==> config.mk <==
export PLATFORM = sky130hd
export DESIGN_NAME = irzl_front_flat
export DESIGN_NICKNAME = d
export VERILOG_FILES = /design/src/hw/rtl/irzl_pkg.sv /design/src/hw/rtl/irzl_in_if.sv /design/src/hw/rtl/irzl_front.sv /design/src/flat_wrapper.sv
export SDC_FILE = /design/constraint.sdc
export NUM_CORES = 1
export LEC_CHECK = 0
export ABC_AREA = 1
export BUFFER_PORTS_ARGS = -buffer_cell sky130_fd_sc_hd__buf_2
export CORE_ASPECT_RATIO = 1.5
export CORE_MARGIN = 2
export CORE_UTILIZATION = 54
export CTS_BUF_LIST = sky130_fd_sc_hd__clkbuf_4
export DETAILED_ROUTE_END_ITERATION = 10
export PLACE_DENSITY = 0.81
export SLEW_MARGIN = 15
export SYNTH_ARGS = -nofsm -noshare
export SYNTH_HDL_FRONTEND = slang
export SYNTH_SLANG_ARGS = --single-unit
==> constraint.sdc <==
create_clock -name clk -period 9.6 [get_ports clk]
set_clock_uncertainty 0.05 [all_clocks]
set_input_delay 2.88 -clock clk [delete_from_list [all_inputs] [get_ports clk]]
set_output_delay 2.88 -clock clk [all_outputs]
set_load 0.05 [all_outputs]
==> src/hw/rtl/irzl_pkg.sv <==
// Shared types and constants for the IPv4 range zone lookup block.
`default_nettype none
package irzl_pkg;
  localparam int MAX_BUCKETS = 256;
  localparam int ENTRY_DEPTH = 16384;
  localparam int BKT_AW = 8;
  localparam int ENT_AW = 14;
  localparam int HC_W = 9;
  localparam int BASE_W = 25;
  localparam int QDEPTH = 2;

  localparam logic [1:0] OP_LOAD_BUCKET = 2'd0;
  localparam logic [1:0] OP_LOAD_ENTRY  = 2'd1;
  localparam logic [1:0] OP_LOOKUP      = 2'd2;

  localparam logic [1:0] ST_FOUND     = 2'd0;
  localparam logic [1:0] ST_NOT_FOUND = 2'd1;
  localparam logic [1:0] ST_PRIVATE   = 2'd2;

  typedef enum logic [1:0] {
    CMD_BUCKET,
    CMD_ENTRY,
    CMD_LOOKUP,
    CMD_PRIVATE
  } cmd_kind_t;

  typedef struct packed {
    cmd_kind_t   kind;
    logic [13:0] slot;
    logic [7:0]  hi_byte;
    logic [15:0] size;
    logic [23:0] key;
    logic [7:0]  zone;
    logic [31:0] address;
  } cmd_t;

  typedef enum logic [2:0] {
    S_IDLE,
    S_BWAIT,
    S_BCHK,
    S_EWAIT,
    S_ECHK,
    S_DONE
  } eng_state_t;

  function automatic logic is_private(input logic [31:0] a);
    logic [7:0] o0;
    logic [7:0] o1;
    o0 = a[31:24];
    o1 = a[23:16];
    return (o0 == 8'd10) || (o0 == 8'd172 && o1 > 8'd15 && o1 < 8'd32) ||
           (o0 == 8'd192 && o1 == 8'd168);
  endfunction
endpackage
`default_nettype wire

==> src/hw/rtl/irzl_in_if.sv <==
// Input channel interface.
`default_nettype none
interface irzl_in_if;
  logic        valid;
  logic        ready;
  logic [1:0]  opcode;
  logic [13:0] slot;
  logic [7:0]  bucket_high_byte;
  logic [15:0] bucket_size;
  logic [23:0] entry_low_bits;
  logic signed [7:0] entry_zone;
  logic [31:0] address;
  modport source (output valid, opcode, slot, bucket_high_byte, bucket_size,
                  entry_low_bits, entry_zone, address, input ready);
  modport sink (input valid, opcode, slot, bucket_high_byte, bucket_size,
                entry_low_bits, entry_zone, address, output ready);
endinterface
`default_nettype wire

==> src/hw/rtl/irzl_front.sv <==
// Front end: accepts transactions, classifies them, queues commands.
`default_nettype none
module irzl_front (
  input  wire logic          clk,
  input  wire logic          rst_n,
  irzl_in_if.sink            in_ch,
  output logic               cmd_valid,
  output irzl_pkg::cmd_t     cmd,
  input  wire logic          cmd_pop
);
  irzl_pkg::cmd_t q_r [irzl_pkg::QDEPTH];
  logic [0:0] wp_r, rp_r;
  logic [1:0] cnt_r;
  irzl_pkg::cmd_t c;
  logic push, drop;

  always_comb begin
    c.slot    = in_ch.slot;
    c.hi_byte = in_ch.bucket_high_byte;
    c.size    = in_ch.bucket_size;
    c.key     = in_ch.entry_low_bits;
    c.zone    = in_ch.entry_zone;
    c.address = in_ch.address;
    drop = 1'b0;
    unique case (in_ch.opcode)
      irzl_pkg::OP_LOAD_BUCKET: c.kind = irzl_pkg::CMD_BUCKET;
      irzl_pkg::OP_LOAD_ENTRY:  c.kind = irzl_pkg::CMD_ENTRY;
      irzl_pkg::OP_LOOKUP:
        c.kind = irzl_pkg::is_private(in_ch.address) ? irzl_pkg::CMD_PRIVATE
                                                      : irzl_pkg::CMD_LOOKUP;
      default: begin
        c.kind = irzl_pkg::CMD_ENTRY;
        drop = 1'b1;
      end
    endcase
  end

  assign in_ch.ready = (cnt_r != 2'(irzl_pkg::QDEPTH));
  assign push = in_ch.valid && in_ch.ready && !drop;
  assign cmd_valid = (cnt_r != 2'd0);
  assign cmd = q_r[rp_r];

  always_ff @(posedge clk) begin
    if (push) q_r[wp_r] <= c;
    if (!rst_n) begin
      wp_r <= '0;
      rp_r <= '0;
      cnt_r <= '0;
    end else begin
      if (push) wp_r <= wp_r + 1'b1;
      if (cmd_pop) rp_r <= rp_r + 1'b1;
      cnt_r <= cnt_r + 2'(push) - 2'(cmd_pop);
    end
  end

  a_no_overflow: assert property (@(posedge clk) disable iff (!rst_n)
    cnt_r == 2'(irzl_pkg::QDEPTH) |-> !push) else $error("queue overflow");
  a_no_underflow: assert property (@(posedge clk) disable iff (!rst_n)
    cnt_r == 2'd0 |-> !cmd_pop) else $error("queue underflow");
  a_cnt_range: assert property (@(posedge clk) disable iff (!rst_n)
    cnt_r <= 2'(irzl_pkg::QDEPTH)) else $error("queue count out of range");
endmodule
`default_nettype wire

==> src/flat_wrapper.sv <==
// flat-port wrapper written by rule: the top's interface ports become plain ports
module irzl_front_flat 
  (clk, rst_n, cmd_valid, cmd, cmd_pop, in_ch_valid, in_ch_opcode, in_ch_slot, in_ch_bucket_high_byte, in_ch_bucket_size, in_ch_entry_low_bits, in_ch_entry_zone, in_ch_address, in_ch_ready);
  irzl_in_if in_ch_i ();
  input  wire logic clk;
  input  wire logic rst_n;
  output logic cmd_valid;
  output irzl_pkg::cmd_t cmd;
  input  wire logic cmd_pop;
  input wire logic [$bits(in_ch_i.valid)-1:0] in_ch_valid;
  input wire logic [$bits(in_ch_i.opcode)-1:0] in_ch_opcode;
  input wire logic [$bits(in_ch_i.slot)-1:0] in_ch_slot;
  input wire logic [$bits(in_ch_i.bucket_high_byte)-1:0] in_ch_bucket_high_byte;
  input wire logic [$bits(in_ch_i.bucket_size)-1:0] in_ch_bucket_size;
  input wire logic [$bits(in_ch_i.entry_low_bits)-1:0] in_ch_entry_low_bits;
  input wire logic [$bits(in_ch_i.entry_zone)-1:0] in_ch_entry_zone;
  input wire logic [$bits(in_ch_i.address)-1:0] in_ch_address;
  output wire logic [$bits(in_ch_i.ready)-1:0] in_ch_ready;
  assign in_ch_i.valid = in_ch_valid;
  assign in_ch_i.opcode = in_ch_opcode;
  assign in_ch_i.slot = in_ch_slot;
  assign in_ch_i.bucket_high_byte = in_ch_bucket_high_byte;
  assign in_ch_i.bucket_size = in_ch_bucket_size;
  assign in_ch_i.entry_low_bits = in_ch_entry_low_bits;
  assign in_ch_i.entry_zone = in_ch_entry_zone;
  assign in_ch_i.address = in_ch_address;
  assign in_ch_ready = in_ch_i.ready;
  irzl_front u_core (.clk(clk), .rst_n(rst_n), .in_ch(in_ch_i), .cmd_valid(cmd_valid), .cmd(cmd), .cmd_pop(cmd_pop));
endmodule
==> impl_metrics.yaml <==
status:
  status: "finished, final reports clean"
route:
  drc: 0
  vias: 4378
  antenna_left: 0
  dr.first_iter.drc_count: 211
  routedWlPerCell_microns: 17.08
  drt-total-wl_microns: 15100
  avgViaCountPerCell: 4.952
  dr.pass1.iters: 4
timing:
  fin_crit_ns: 5.928
  period_share: 0.6175
  slew_viol_final: 0
  finalHoldViolCount: 0
  setup_viol: 0
  fmax_mhz: 168.7
  fin_tns_setup_ns: 0
  slew_headroom: 0.3886
  holdWs_ns: 0.4715
  grt_setup_unrepaired: "no"
  worst_pin_slew_ns: 0.9170
finish:
  final_nets: 765
  fin_area_sq_um: 9965
  nFillCells: 1041
  fin_util: 0.6673
  layout-drive-gt1-share: 0.5769
  layout.cells.non_filler: 884
  syn2layout_area_growth_pct: 22.18
yosys:
  synth_area_leader_cell: "edfxtp_1"
  synth_top_area_share: 0.7659
  yosysMostFrequentCell: "edfxtp_1"
  synth.area.top_cells: "edfxtp_1, mux2_4, mux2_2"
  synth_edf_count: 208
  synth_seq_area_share: 0.7782
  synth_area_sq_um: 8155
  yosys.cell_types.count: 16
  synth-seq-cells: 213
  synthFlopType: "edfxtp_1"
  async_flop_share: 0
  avgSynthCellArea_sq_um: 20.39
  synthesis.nets: 510
  yosysWarnings: 0
  postSynthCellCount: 400
  synth_common_cells: "edfxtp_1, mux2_4, mux2_2, nand2_1, nor2_1"
placement:
  dpl-instance-area_sq_um: 9405
  dpl.cell_count: 804
  gp_congestion: 0.7423
  dp.final_hpwl_microns: 10140
  io_buffers: 213
worst_setup_path:
  r2r_start: "u_core.cnt_r[0]"
  worst-path-max-fanout: 58
  crit_path_end_kind: "output port"
  worstSetupStartpointType: "flop"
  crit_arrival_ns: 3.00
  r2r_end: "u_core.q_r[0][85]"
  r2r_slack_ns: 7.05
  path_class: "flop to output port"
  worstPathRequired_ns: 6.67
  rr_worst_depth: 6
power:
  powerDensity_nw_per_um2: 218.1
  swShare: 0.2905
  irDropWorstVdd_mv: 0.1605
  clkPwrFrac: 0.285
  combPwrFrac: 0.195
  leakage_nw: 3.988
  seqPwrFrac: 0.520
  switchingPower_uw: 631.2
  intPower_mw: 1.542
die:
  core-area_sq_um: 14930
  placementRows: 55
  initial_utilization: 0.5461
  die_h_microns: 154.5
  die_w_microns: 104.3
  dieArea_sq_um: 16120
  pin_count: 214
global_routing:
  grt_overflow: 0
  first_global_vias: 4734
  grt_pass1_wl_microns: 22890
  grt_antenna_before_repair: 2
  grt_max_degree: 63
  grt_usage: 0.1826
clock_tree:
  cts_max_level: 2
  ctsHoldBuffers: 0
  clock_sinks: 213
  cts_buffers: 47
  clk_pin_slew_ns: 0.07
  cts_resized: 0
  clock_path_buffers: 3
  cts_setup_buffers: 0
  clk_latency_ns: 0.59
  cts-root-buf: "clkbuf_4"
  cts_tree: "yes"
hold_path:
  hold_depth: 2
  min_to: "u_core.cnt_r[1]"
  worstHoldStart: "u_core.cnt_r[1]"
  hp-class: "flop to flop"
flow_run:
  maxCapViolations: 0
-- layout by cell type (no fill, tap or decap) --
| cell | n |
|---|---|
| a21oi_1 | 1 |
| buf_12 | 1 |
| buf_2 | 213 |
| buf_4 | 4 |
| clkbuf_4 | 65 |
| clkinv_1 | 8 |
| clkinv_2 | 1 |
| dfxtp_1 | 4 |
| dfxtp_4 | 1 |
| diode_2 | 2 |
| edfxtp_1 | 208 |
| ha_1 | 2 |
| inv_1 | 19 |
| inv_2 | 3 |
| mux2_2 | 44 |
| mux2_4 | 60 |
| nand2_1 | 21 |
| nand3_1 | 3 |
| nand4_1 | 1 |
| nor2_1 | 19 |
| nor2_4 | 2 |
| o21ai_0 | 2 |
| xnor2_1 | 1 |
-- worst max path at each step --
stage	to	slack, ns
2_1_floorplan	u_core.q_r[1][0]	1.54
5_1_grt	cmd[86]	3.50
4_1_cts	cmd[8]	3.60
3_5_place_dp	u_core.q_r[0][1]	4.00
6_report	cmd[86]	3.67
3_3_place_gp	u_core.q_r[0][0]	4.11
-- registers in the layout (all words and copies together) (netlist names), named ones only --
signal and flops:
u_core.cnt_r 2, u_core.q_r 208, u_core.rp_r 1, u_core.wp_r 1
-- final cells by class --
cell class | count | area (sq um) | area share
diodes | 2 | 5.005 | 0.0005023
clock buffers | 65 | 488.0 | 0.04897
clock inverters | 12 | 46.29 | 0.004646
inverters | 19 | 71.32 | 0.007157
multi-input cells | 156 | 1639 | 0.1645
flip-flops and latches | 213 | 6350 | 0.6372
well taps | 199 | 249.0 | 0.02499
repair buffers | 218 | 1116 | 0.1120
-- cell families (layout without fill, tap and decap cells) --
logic type | Yosys count | count (layout) | share of synthesized area
flip-flops | 213 | 213 | 0.7782
multiplexers | 104 | 104 | 0.1712
AND/OR/NAND/NOR | 46 | 46 | 0.02194
buffers and inverters | 31 | 314 | 0.02271
AO/OA/AOI/OAI | 3 | 3 | 0.001841
adder cells (fa/ha/maj) | 2 | 2 | 0.003068
XOR/XNOR | 1 | 1 | 0.001074
other | 0 | 2 | 0
-- critical path, cell delays in order (launching register included) --
cell and delay [ns]:
dfxtp_4 0.86, buf_4 0.78, mux2_2 0.43, buf_2 0.21
-- per-layer routing --
metal | up-vias | track usage | wire length [microns]
met1 | 2115 | 0.1776 | 5218
met5 | - | 0 | 0
met4 | 0 | 0.08945 | 454
met3 | 35 | 0.05858 | 1093
li1 | 2064 | - | -
met2 | 164 | 0.3427 | 8336
-- power by group through the flow --
stage	Clock, mW	Combinational [mW]	Sequential (mW)
floorplan	0	0.332	1.15
global placement	0	0.416	1.15
detailed placement	0	0.424	1.15
CTS	0.638	0.425	1.13
global route	0.677	0.445	1.14
finish	0.619	0.424	1.13
-- stage by stage --
stage          setup slack [ns]  total power [mW]
2_1_floorplan             1.544             1.481
3_3_place_gp              4.113             1.562
3_5_place_dp              3.998             1.577
4_1_cts                   3.597             2.195
5_1_grt                   3.497             2.259
6_report                  3.672             2.173
Note: power is estimated with default switching activity, not from simulation.
